[src/rtl/core/srar1_pkg.sv]
// Shared types, codes and constants for the standardized residual block.
// Used by srar1_ctrl, srar1_dp and standardized_residual_ar1; depends on nothing.
package srar1_pkg;

  localparam int DATA_W     = 32;               // Q16.16 word
  localparam int DIFF_W     = DATA_W + 1;       // exact observed - simulated
  localparam int PROD_W     = 2 * DATA_W;       // full product
  localparam int FRAC_W     = 16;               // fraction bits of Q16.16
  localparam int SCALE_W    = PROD_W - FRAC_W;  // floor of product, plus offset
  localparam int DMAG_W     = SCALE_W - 1;      // scale magnitude stays below 2^47
  localparam int QUO_W      = DATA_W + 1;       // quotient bits developed
  localparam int DIV_STEPS  = QUO_W;
  localparam int DIV_CNT_W  = $clog2(DIV_STEPS);
  localparam int CFG_IDX_W  = 2;

  localparam logic [DATA_W-1:0] Q_MAX = {1'b0, {(DATA_W-1){1'b1}}};
  localparam logic [DATA_W-1:0] Q_MIN = {1'b1, {(DATA_W-1){1'b0}}};

  typedef enum logic [1:0] {
    MODE_CONSTANT     = 2'd0,
    MODE_PROPORTIONAL = 2'd1,
    MODE_LINEAR       = 2'd2,
    MODE_LINEAR_AR1   = 2'd3
  } mode_t;

  typedef enum logic [CFG_IDX_W-1:0] {
    REG_ERROR_MODE     = 2'd0,
    REG_SCALE_OFFSET   = 2'd1,
    REG_SCALE_SLOPE    = 2'd2,
    REG_AR_COEFFICIENT = 2'd3
  } reg_index_t;

  typedef enum logic [3:0] {
    ST_IDLE,
    ST_MUL,
    ST_SCALE,
    ST_PREP,
    ST_CHECK,
    ST_DIV,
    ST_SIGN,
    ST_AR_MUL,
    ST_AR_SUB,
    ST_FINISH
  } state_t;

  typedef enum logic [3:0] {
    OP_NONE,
    OP_LOAD,
    OP_MUL,
    OP_SCALE,
    OP_PREP,
    OP_CHECK,
    OP_DIV_STEP,
    OP_SIGN,
    OP_AR_MUL,
    OP_AR_SUB,
    OP_FINISH
  } op_t;

  typedef struct packed {
    logic signed [DATA_W-1:0] observed;
    logic signed [DATA_W-1:0] simulated;
    logic                     observed_missing;
    logic                     simulated_missing;
    logic                     series_start;
  } sample_t;

  typedef struct packed {
    logic signed [DATA_W-1:0] residual;
    logic                     divide_fault;
  } result_t;

  typedef struct packed {
    op_t op;
  } dp_cmd_t;

  typedef struct packed {
    logic ar_step;   // AR1 mode with a live history
  } dp_status_t;

endpackage

[src/rtl/core/srar1_ctrl.sv]
// Sequencer for the standardized residual block: request handshake, step order,
// divider step count and result valid. Depends on srar1_pkg.
module srar1_ctrl (
  input  logic                   clk,
  input  logic                   rst,
  input  logic                   sample_valid,
  input  logic                   sample_skip,
  output logic                   sample_stall,
  output logic                   result_valid,
  input  logic                   result_stall,
  output srar1_pkg::dp_cmd_t     cmd,
  input  srar1_pkg::dp_status_t  status
);

  srar1_pkg::state_t             state, state_next;
  logic [srar1_pkg::DIV_CNT_W-1:0] div_count;
  logic                          out_free;

  assign out_free     = !result_valid || !result_stall;
  assign sample_stall = (state != srar1_pkg::ST_IDLE);

  always_ff @(posedge clk) begin
    if (rst) begin
      state <= srar1_pkg::ST_IDLE;
    end else begin
      state <= state_next;
    end
  end

  always_ff @(posedge clk) begin
    if (rst) begin
      div_count <= '0;
    end else if (state == srar1_pkg::ST_CHECK) begin
      div_count <= srar1_pkg::DIV_CNT_W'(srar1_pkg::DIV_STEPS - 1);
    end else if (state == srar1_pkg::ST_DIV) begin
      div_count <= div_count - 1'b1;
    end
  end

  always_ff @(posedge clk) begin
    if (rst) begin
      result_valid <= 1'b0;
    end else if (cmd.op == srar1_pkg::OP_FINISH) begin
      result_valid <= 1'b1;
    end else if (!result_stall) begin
      result_valid <= 1'b0;
    end
  end

  // Next state
  always_comb begin
    state_next = state;
    unique case (state)
      srar1_pkg::ST_IDLE: begin
        if (sample_valid && !sample_skip) state_next = srar1_pkg::ST_MUL;
      end
      srar1_pkg::ST_MUL:    state_next = srar1_pkg::ST_SCALE;
      srar1_pkg::ST_SCALE:  state_next = srar1_pkg::ST_PREP;
      srar1_pkg::ST_PREP:   state_next = srar1_pkg::ST_CHECK;
      srar1_pkg::ST_CHECK:  state_next = srar1_pkg::ST_DIV;
      srar1_pkg::ST_DIV: begin
        if (div_count == '0) state_next = srar1_pkg::ST_SIGN;
      end
      srar1_pkg::ST_SIGN: begin
        state_next = status.ar_step ? srar1_pkg::ST_AR_MUL : srar1_pkg::ST_FINISH;
      end
      srar1_pkg::ST_AR_MUL: state_next = srar1_pkg::ST_AR_SUB;
      srar1_pkg::ST_AR_SUB: state_next = srar1_pkg::ST_FINISH;
      srar1_pkg::ST_FINISH: begin
        if (out_free) state_next = srar1_pkg::ST_IDLE;
      end
      default: state_next = srar1_pkg::ST_IDLE;
    endcase
  end

  // Datapath commands
  always_comb begin
    cmd.op = srar1_pkg::OP_NONE;
    unique case (state)
      srar1_pkg::ST_IDLE: begin
        if (sample_valid) cmd.op = srar1_pkg::OP_LOAD;
      end
      srar1_pkg::ST_MUL:    cmd.op = srar1_pkg::OP_MUL;
      srar1_pkg::ST_SCALE:  cmd.op = srar1_pkg::OP_SCALE;
      srar1_pkg::ST_PREP:   cmd.op = srar1_pkg::OP_PREP;
      srar1_pkg::ST_CHECK:  cmd.op = srar1_pkg::OP_CHECK;
      srar1_pkg::ST_DIV:    cmd.op = srar1_pkg::OP_DIV_STEP;
      srar1_pkg::ST_SIGN:   cmd.op = srar1_pkg::OP_SIGN;
      srar1_pkg::ST_AR_MUL: cmd.op = srar1_pkg::OP_AR_MUL;
      srar1_pkg::ST_AR_SUB: cmd.op = srar1_pkg::OP_AR_SUB;
      srar1_pkg::ST_FINISH: begin
        if (out_free) cmd.op = srar1_pkg::OP_FINISH;
      end
      default: cmd.op = srar1_pkg::OP_NONE;
    endcase
  end

`ifndef NO_ASSERTIONS
  a_valid_from_finish: assert property (@(posedge clk) disable iff (rst)
    $rose(result_valid) |-> $past(state == srar1_pkg::ST_FINISH))
    else $error("result valid rose outside the finish step");

  a_div_count_range: assert property (@(posedge clk) disable iff (rst)
    (state == srar1_pkg::ST_DIV) |-> (div_count <= srar1_pkg::DIV_CNT_W'(srar1_pkg::DIV_STEPS - 1)))
    else $error("divider step count out of range");

  a_kept_request_starts: assert property (@(posedge clk) disable iff (rst)
    (sample_valid && !sample_stall && !sample_skip) |=> (state == srar1_pkg::ST_MUL))
    else $error("kept request did not start the multiply step");
`endif

endmodule

[src/rtl/core/srar1_dp.sv]
// Datapath for the standardized residual block: configuration registers, shared
// multiplier, restoring divider, saturation, AR1 history and result register.
// Depends on srar1_pkg.
module srar1_dp (
  input  logic                                clk,
  input  logic                                rst,
  input  logic                                cfg_write,
  input  logic [srar1_pkg::CFG_IDX_W-1:0]     cfg_index,
  input  logic [srar1_pkg::DATA_W-1:0]        cfg_data,
  input  srar1_pkg::sample_t                  sample,
  input  srar1_pkg::dp_cmd_t                  cmd,
  output srar1_pkg::dp_status_t               status,
  output srar1_pkg::result_t                  result
);

  localparam int DW = srar1_pkg::DATA_W;
  localparam int FW = srar1_pkg::FRAC_W;
  localparam int SW = srar1_pkg::SCALE_W;
  localparam int MW = srar1_pkg::DMAG_W;
  localparam int QW = srar1_pkg::QUO_W;
  localparam int PW = srar1_pkg::PROD_W;

  // Configuration
  srar1_pkg::mode_t          error_mode;
  logic signed [DW-1:0]      scale_offset;
  logic signed [DW-1:0]      scale_slope;
  logic signed [DW-1:0]      ar_coefficient;

  // AR history
  logic signed [DW-1:0]      previous_eta;
  logic                      history_valid;

  // Work registers
  logic signed [DW-1:0]      obs;
  logic signed [DW-1:0]      sim;
  logic signed [DW:0]        diff;
  logic signed [PW-1:0]      prod;
  logic signed [SW-1:0]      scale;
  logic [MW-1:0]             dmag;
  logic [MW-1:0]             rem;
  logic [QW-1:0]             nbits;
  logic [QW-1:0]             quo;
  logic                      neg;
  logic                      zero;
  logic                      ovf;
  logic signed [DW-1:0]      eta;
  logic signed [DW-1:0]      res;
  logic                      fault;

  // Combinational values
  logic signed [DW-1:0]      mul_a, mul_b;
  logic signed [PW-1:0]      prod_next;
  logic signed [SW-1:0]      prod_floor;
  logic signed [SW-1:0]      offset_ext;
  logic signed [SW-1:0]      scale_next;
  logic signed [SW-1:0]      scale_neg;
  logic signed [DW:0]        diff_neg;
  logic [DW-1:0]             dabs;
  logic [MW:0]               trial;
  logic [MW:0]               trial_sub;
  logic                      trial_geq;
  logic signed [DW-1:0]      eta_next;
  logic                      fault_next;
  logic signed [SW:0]        ar_diff;
  logic signed [DW-1:0]      ar_res;

  assign status.ar_step = (error_mode == srar1_pkg::MODE_LINEAR_AR1) && history_valid;

  // Shared multiplier: scale factor times simulated, or AR coefficient times history
  always_comb begin
    if (cmd.op == srar1_pkg::OP_AR_MUL) begin
      mul_a = ar_coefficient;
      mul_b = previous_eta;
    end else begin
      mul_a = (error_mode == srar1_pkg::MODE_PROPORTIONAL) ? scale_offset : scale_slope;
      mul_b = sim;
    end
  end
  assign prod_next  = mul_a * mul_b;
  assign prod_floor = $signed(prod[PW-1:FW]);
  assign offset_ext = $signed({{(SW-DW){scale_offset[DW-1]}}, scale_offset});

  always_comb begin
    unique case (error_mode)
      srar1_pkg::MODE_CONSTANT:     scale_next = offset_ext;
      srar1_pkg::MODE_PROPORTIONAL: scale_next = prod_floor;
      srar1_pkg::MODE_LINEAR,
      srar1_pkg::MODE_LINEAR_AR1:   scale_next = offset_ext + prod_floor;
      default:                      scale_next = offset_ext;
    endcase
  end

  assign scale_neg = -scale;
  assign diff_neg  = -diff;
  assign dabs      = diff[DW] ? diff_neg[DW-1:0] : diff[DW-1:0];

  // One restoring step: bring in the next dividend bit, subtract if it fits
  assign trial     = {rem, nbits[QW-1]};
  assign trial_geq = (trial >= {1'b0, dmag});
  assign trial_sub = trial - {1'b0, dmag};

  // Sign and saturate the quotient magnitude
  always_comb begin
    fault_next = 1'b0;
    if (zero) begin
      fault_next = 1'b1;
      if (diff == '0) begin
        eta_next = '0;
      end else begin
        eta_next = diff[DW] ? srar1_pkg::Q_MIN : srar1_pkg::Q_MAX;
      end
    end else if (ovf || (!neg && (quo[QW-1] || quo[QW-2]))
                 || (neg && (quo[QW-1] || (quo[QW-2] && (quo[QW-3:0] != '0))))) begin
      fault_next = 1'b1;
      eta_next   = neg ? srar1_pkg::Q_MIN : srar1_pkg::Q_MAX;
    end else begin
      eta_next = neg ? -$signed(quo[DW-1:0]) : $signed(quo[DW-1:0]);
    end
  end

  // Whitening subtraction, saturated
  assign ar_diff = $signed({{(SW+1-DW){eta[DW-1]}}, eta}) - $signed({prod_floor[SW-1], prod_floor});
  always_comb begin
    if (ar_diff[SW:DW-1] == '0 || ar_diff[SW:DW-1] == '1) begin
      ar_res = ar_diff[DW-1:0];
    end else begin
      ar_res = ar_diff[SW] ? srar1_pkg::Q_MIN : srar1_pkg::Q_MAX;
    end
  end

  // Configuration writes
  always_ff @(posedge clk) begin
    if (rst) begin
      error_mode     <= srar1_pkg::MODE_CONSTANT;
      scale_offset   <= $signed(DW'(1) << FW);
      scale_slope    <= '0;
      ar_coefficient <= '0;
    end else if (cfg_write) begin
      unique case (srar1_pkg::reg_index_t'(cfg_index))
        srar1_pkg::REG_ERROR_MODE:     error_mode     <= srar1_pkg::mode_t'(cfg_data[1:0]);
        srar1_pkg::REG_SCALE_OFFSET:   scale_offset   <= $signed(cfg_data);
        srar1_pkg::REG_SCALE_SLOPE:    scale_slope    <= $signed(cfg_data);
        srar1_pkg::REG_AR_COEFFICIENT: ar_coefficient <= $signed(cfg_data);
        default: ;
      endcase
    end
  end

  // AR history: clear on series start, advance after each kept AR1 sample
  always_ff @(posedge clk) begin
    if (rst) begin
      previous_eta  <= '0;
      history_valid <= 1'b0;
    end else if (cmd.op == srar1_pkg::OP_LOAD && sample.series_start) begin
      history_valid <= 1'b0;
    end else if (cmd.op == srar1_pkg::OP_FINISH
                 && error_mode == srar1_pkg::MODE_LINEAR_AR1) begin
      previous_eta  <= eta;
      history_valid <= 1'b1;
    end
  end

  // Work registers
  always_ff @(posedge clk) begin
    unique case (cmd.op)
      srar1_pkg::OP_NONE: ;
      srar1_pkg::OP_LOAD: begin
        obs <= sample.observed;
        sim <= sample.simulated;
      end
      srar1_pkg::OP_MUL: begin
        prod <= prod_next;
        diff <= $signed({obs[DW-1], obs}) - $signed({sim[DW-1], sim});
      end
      srar1_pkg::OP_SCALE: begin
        scale <= scale_next;
      end
      srar1_pkg::OP_PREP: begin
        dmag  <= scale[SW-1] ? scale_neg[MW-1:0] : scale[MW-1:0];
        zero  <= (scale == '0);
        neg   <= diff[DW] ^ scale[SW-1];
        rem   <= MW'(dabs[DW-1:QW-FW]);
        nbits <= {dabs[QW-FW-1:0], {FW{1'b0}}};
      end
      srar1_pkg::OP_CHECK: begin
        ovf <= (rem >= dmag);
      end
      srar1_pkg::OP_DIV_STEP: begin
        rem   <= trial_geq ? trial_sub[MW-1:0] : trial[MW-1:0];
        quo   <= {quo[QW-2:0], trial_geq};
        nbits <= {nbits[QW-2:0], 1'b0};
      end
      srar1_pkg::OP_SIGN: begin
        eta   <= eta_next;
        res   <= eta_next;
        fault <= fault_next;
      end
      srar1_pkg::OP_AR_MUL: begin
        prod <= prod_next;
      end
      srar1_pkg::OP_AR_SUB: begin
        res <= ar_res;
      end
      srar1_pkg::OP_FINISH: begin
        result.residual     <= res;
        result.divide_fault <= fault;
      end
      default: ;
    endcase
  end

`ifndef NO_ASSERTIONS
  a_zero_scale_faults: assert property (@(posedge clk) disable iff (rst)
    (cmd.op == srar1_pkg::OP_SIGN && zero) |=> fault)
    else $error("zero scale did not raise divide fault");

  a_ar1_sets_history: assert property (@(posedge clk) disable iff (rst)
    (cmd.op == srar1_pkg::OP_FINISH && error_mode == srar1_pkg::MODE_LINEAR_AR1)
    |=> history_valid)
    else $error("AR1 result did not leave a valid history");
`endif

endmodule

[src/rtl/core/standardized_residual_ar1.sv]
// Top level of the standardized residual block with optional AR1 whitening.
// Instantiates srar1_ctrl and srar1_dp; depends on srar1_pkg.
//
// Each request carries an observed and a simulated Q16.16 sample; the block
// returns (observed - simulated) / scale in Q16.16, where the scale is the
// offset, offset * simulated, or offset + slope * simulated by error_mode, and
// in AR1 mode subtracts ar_coefficient * previous unwhitened quotient except on
// the first kept sample of a series. A request with either missing flag set
// returns nothing and only clears the history when series_start is set. A
// kept request holds the input stalled from acceptance until its final write,
// so a new request is taken only after the last one is through; the work is
// the 33-step radix-2 restoring divider and one multiply, scale, prepare,
// range check, sign and output step each, plus an AR multiply and an AR
// subtract step in AR1 mode with a live history. The result register parts
// the two sides: a finished result may wait on a stalled output while the
// next request is already in work; only the final write waits for it to drain.
// Configuration writes are taken at any time but must only change while idle.
module standardized_residual_ar1 (
  input  logic                                clk,
  input  logic                                rst,
  // request channel
  input  logic                                sample_valid,
  output logic                                sample_stall,
  input  srar1_pkg::sample_t                  sample,
  // result channel
  output logic                                result_valid,
  input  logic                                result_stall,
  output srar1_pkg::result_t                  result,
  // configuration write port
  input  logic                                cfg_write,
  input  logic [srar1_pkg::CFG_IDX_W-1:0]     cfg_index,
  input  logic [srar1_pkg::DATA_W-1:0]        cfg_data
);

  srar1_pkg::dp_cmd_t    cmd;
  srar1_pkg::dp_status_t status;
  logic                  sample_skip;

  // Drop a request with any missing sample after the history update
  assign sample_skip = sample.observed_missing | sample.simulated_missing;

  srar1_ctrl u_ctrl (
    .clk          (clk),
    .rst          (rst),
    .sample_valid (sample_valid),
    .sample_skip  (sample_skip),
    .sample_stall (sample_stall),
    .result_valid (result_valid),
    .result_stall (result_stall),
    .cmd          (cmd),
    .status       (status)
  );

  srar1_dp u_dp (
    .clk       (clk),
    .rst       (rst),
    .cfg_write (cfg_write),
    .cfg_index (cfg_index),
    .cfg_data  (cfg_data),
    .sample    (sample),
    .cmd       (cmd),
    .status    (status),
    .result    (result)
  );

endmodule

[config.mk]
export PLATFORM = sky130hd
export DESIGN_NAME = standardized_residual_ar1
export DESIGN_NICKNAME = d
export VERILOG_FILES = /design/src/rtl/core/srar1_pkg.sv /design/src/rtl/core/srar1_ctrl.sv /design/src/rtl/core/srar1_dp.sv /design/src/rtl/core/standardized_residual_ar1.sv
export SDC_FILE = /design/constraint.sdc
export NUM_CORES = 2
export LEC_CHECK = 0
export ABC_AREA = 1
export BUFFER_PORTS_ARGS = -buffer_cell sky130_fd_sc_hd__buf_2
export CAP_MARGIN = 20
export CORE_MARGIN = 3
export CORE_UTILIZATION = 65
export DETAILED_ROUTE_END_ITERATION = 6
export PLACE_DENSITY_LB_ADDON = 0.25
export SYNTH_ARGS = -nofsm -noshare
export SYNTH_HDL_FRONTEND = slang
export SYNTH_HIERARCHICAL = 1
export SYNTH_SLANG_ARGS = --single-unit
export TNS_END_PERCENT = 10
[constraint.sdc]
create_clock -name clk -period 12.3 [get_ports clk]
set_clock_uncertainty 0.05 [all_clocks]
set_input_delay 2.46 -clock clk [delete_from_list [all_inputs] [get_ports clk]]
set_output_delay 2.46 -clock clk [all_outputs]
set_load 0.02 [all_outputs]
======== After elaboration in Yosys (flattened, before gate mapping) ========
Index checks and enable logic that the tools add are counted.
word-level totals
  bits in registers ....................... 612
  bits of input ports ..................... 106
  output and inout port bits .............. 35
operators by class
  add/sub/neg operators ................... 8
  multiply operators ...................... 1
  magnitude comparators ................... 2
  eq/ne operators ......................... 30
  mux-type cells .......................... 31
  bitwise operators ....................... 3
  reductions and logical operators ........ 39
operator list
  cell                                            count
  2-to-1 mux 32 bit                               12
  one-hot mux 48 bit (3 select lines)             1
  2-to-1 mux 47 bit                               2
  one-hot mux 47 bit (2 select lines)             1
  one-hot mux 4 bit (10 select lines)             2
  one-hot mux 33 bit (2 select lines)             1
  multiplier 32 x 32 -> 64 bit                    1
  negation 32 bit                                 2
  one-hot mux 32 bit (2 select lines)             1
  subtractor 32 x 48 -> 49 bit                    1
  adder 32 x 48 -> 48 bit                         1
  >= comparator 48 x 47 -> 1 bit                  1
  zero test 48 bit                                1
  >= comparator 47 bit                            1
  negation 47 bit                                 1
  subtractor 47 bit                               1
  zero test 33 bit                                1
  subtractor 32 x 32 -> 33 bit                    1
  == test 4 x 3 -> 1 bit (second input constant)  8
  nonzero test 31 bit                             1
  == test 4 bit (second input constant)           5
  2-to-1 mux 4 bit                                5
  == test 18 bit (second input constant)          1
  zero test 18 bit                                1
  23 further kinds                                61

======== Logic depth before layout (Yosys ltp) ========
  depth after elaboration ................. 8
  depth in mapped cells ................... 44

======== Hierarchy ========
The synthesis kept the hierarchy.
modules (own cells, without submodules)
  module                     times used  cells each  area each (µm²)
  srar1_dp                   1           8,766       72,206.8
  srar1_ctrl                 1           106         698.2
  standardized_residual_ar1  1           3           11.3

======== Least setup slack after synthesis ========
Ideal clock, no wire load.
  path kind ............................... input port to flip-flop
  start point ............................. in result_stall
  end point ............................... reg u_dp.prod[58], data pin
  library setup time ...................... 259 ps
  arrival time ............................ 10,524 ps
  data required time ...................... 11,991 ps
  setup slack ............................. 1,467 ps
  stages on the path ...................... 32
  path buffers ............................ 4
  path through ............................ nand2_1 nand4_1 nand3_1 inv_2 nor2_2 nand2_1 buf_4 clkbuf_1 buf_2 o21ai_1 clkbuf_1 nor2_1 fa_1 fa_1 fa_1 fa_1 inv_1 fa_1 inv_1 fa_1 inv_1 fa_1 inv_1 fa_1 ha_1 a21oi_1 o21ai_0 a21oi_1 inv_1 a221oi_1 nand2_1 xor2_1
RTL lines
  what                  line                             RTL
  from (decl)           standardized_residual_ar1.sv:27  input logic result_stall,
  to (signal assigned)  srar1_dp.sv:172                  prod <= prod_next;
  to (signal assigned)  srar1_dp.sv:199                  prod <= prod_next;
  to (decl)             srar1_dp.sv:37                   logic signed [PW-1:0] prod;

==> out/results.ini <==
[placed_design]
hpwl_um=212000
gp_congestion=1.11
dp_slack_ns=0.238
dp_cells=10410
port_buffers=140

[floorplan]
die_x_um=341
core-area_um2=111000
fp.dieArea_um2=116000
row_count=122
ios=141
start_util_pct=65.7
fp.dieH_um=341

[synth]
synth_cell_types=59
seq_area_frac_synth_pct=21.9
ys_warn_count=6
syn_inst=8875
synthTopCellsByArea=fa_1 (30%), edfxtp_1 (18%), inv_1 (8.9%)
synth_top_cell_by_area=fa_1
synth_area_um2=72900
synth_area_per_cell_um2=8.22
synth_flop_cell=edfxtp_1
synth_nets=10472
synth_top_area_share_pct=29.8
async_flop_share_pct=0
synth_edf_count=438
synth-seq-cells=580

[global_routing]
first_global_vias=64804
grt_usage_pct=44.8
overflow=0
grt_pass1_wl_um=390000
antenna_found_initial=23
grt_max_degree=88

[cells_and_area]
areaGrowthSynthToFinish_pct=6.93
nets=10578
stdcell_count=10537
final_core_util_pct=70.3
n_fill_cell=8708
final_common_cell=inv_1
final_cell_mix=inv_1 (1732), nand2_1 (1611), nor2_1 (1156), fa_1 (1085), a21oi_1 (484)
drive_above_1_share_pct=7.09

[worst_hold_path]
hold_class=reg -> reg

[sta]
setup-violations-final=0
timing.fmax_mhz=85.6
final.setup.tns_ns=0
period_needed_ns=11.68
rsz0062_at_grt=false
slew_headroom_pct=27.9
hold_viol=0
drv_slew=0
fin_crit_sh_pct=95.0
layout_setup_ws_ns=0.618
tightest_slew_ns=1.07

[detailed_routing]
drt_iter0_drc=7065
routed-via-count=63885
drc_errors=0
finalWirelength_um=259000
ant_nets=0
viasPerCell=6.06
drt_first_pass_iters=6
drt-wirelength-per-cell_um=24.6

[power]
finalPower_uw=20800
ir_drop_mv=0.379
power.leakage_uw=0.0373
powerDensity_nw_per_um2=267

[setup_path]
slowest_delay_ns=0.69
critPathRequiredTime_ns=12.63
crit_fanout=51
cp.arrival_ns=12.01
crit_top_cell=fa_1
end_kind=flip-flop
cpMaxStageDelayCell=fa_1
startpoint_type=input port
critPathKind=in -> reg

[clocking]
cts_root_buffer=clkbuf_16
htree_levels=2
clk_latency_ns=0.65
tritoncts=done
clock_path_buffers=3
clock_sinks=580
hold_buffers=0
cts_setup_buffers=0
numCtsBuffers=56
clk_pin_slew_ns=0.06
cts_resized=0

[outcome]
status=complete, no violations

[job]
maxCapViolCount=0

[per-layer routing]
layer  vias to the layer above  wire (µm)  track usage (%)
met5                         -         10                0
met4                         2      24200             32.2
met3                      1128      30100             11.0
met2                      4262     114000             69.2
met1                     30742      90800             55.1
li1                      27751          -                -
[synth_stat cells, drive strengths merged (2+ instances only)]
cell type  count
a2111oi        4
a211oi        11
a21boi        10
a21o          16
a21oi        515
a311oi         3
a31oi         38
a41oi          2
and2           4
and3           3
buf           40
clkbuf       220
clkinv        26
dfxtp        142
edfxtp       438
fa          1085
ha           406
inv         1784
nand2       1662
nand3        178
nand3b         7
nand4         69
nor2        1194
nor3          78
nor4          32
o2111ai        7
o211ai        47
o21a          22
o21ai        516
o21bai        14
o221ai        17
o22ai          2
o31ai          7
or2           12
xnor2         87
xor2         171
[sequential cells by signal, indices dropped and copies added (netlist names), 33 cells and up]
name	count
u_dp/quo	33
u_dp/dmag	47
u_dp/prod	48
u_dp/scale	48
u_dp/rem	47
u_dp/diff	33
u_dp/result	33
[final timing paths]
kind	from	endpoint	slack, ns	cells after the start
worst min register to register	u_dp/res[28]	u_dp/result[29]	0.37	0
worst min-delay path	u_dp/res[28]	u_dp/result[29]	0.37	0
worst max-delay path	result_stall	u_dp/prod[38]	0.62	32
worst max register to register	u_dp/error_mode[1]	u_dp/prod[38]	1.88	27
[power by group]
| part | internal, µW | switching, µW |
|---|---|---|
| sequential | 2770 | 133 |
| combinational | 5380 | 10600 |
| clock | 1110 | 800 |
[worst max-delay path: cells and delay by family]
family                   cells  cell delay [ns]
AO/OA/AOI/OAI                4             1.61
XOR/XNOR                     1             0.17
adder cells (fa/ha/maj)      9             4.43
buffers and inverters        9             1.29
AND/OR/NAND/NOR              9             2.00
[kinds of logic (layout without fill, tap and decap cells)]
| group | Yosys count | count (layout) | share of synthesized area, % |
|---|---|---|---|
| other | 0 | 20 | 0 |
| AOI/OAI and AO/OA | 1235 | 1235 | 9.38 |
| xor gates and xnor gates | 258 | 258 | 3.11 |
| and+or+nand+nor | 3241 | 3241 | 18.0 |
| DFF | 580 | 580 | 21.9 |
| buffers and inverters | 2070 | 2224 | 10.8 |
| adders and majority gates | 1491 | 1491 | 36.8 |
[area by class of cell]
cell class / instances / area (µm²) / area share [%]
clock buffer: 70 / 1540 / 1.97
multi-input combinational: 6225 / 49200 / 63.1
sequential: 580 / 16000 / 20.5
timing repair buffer: 308 / 2010 / 2.58
inverter: 1810 / 6790 / 8.71
antenna: 20 / 50.0 / 0.0642
tap: 1488 / 1860 / 2.39
clock inverter: 36 / 497 / 0.637
[stage by stage]
step	area [µm²]	hold slack [ns]
floorplan	72900	0.350
global placement	75900	0.353
detailed placement	75900	0.355
CTS	77900	0.370
global route	77900	0.377
finish	78000	0.368
No activity file was read; power rests on OpenSTA's default activity.
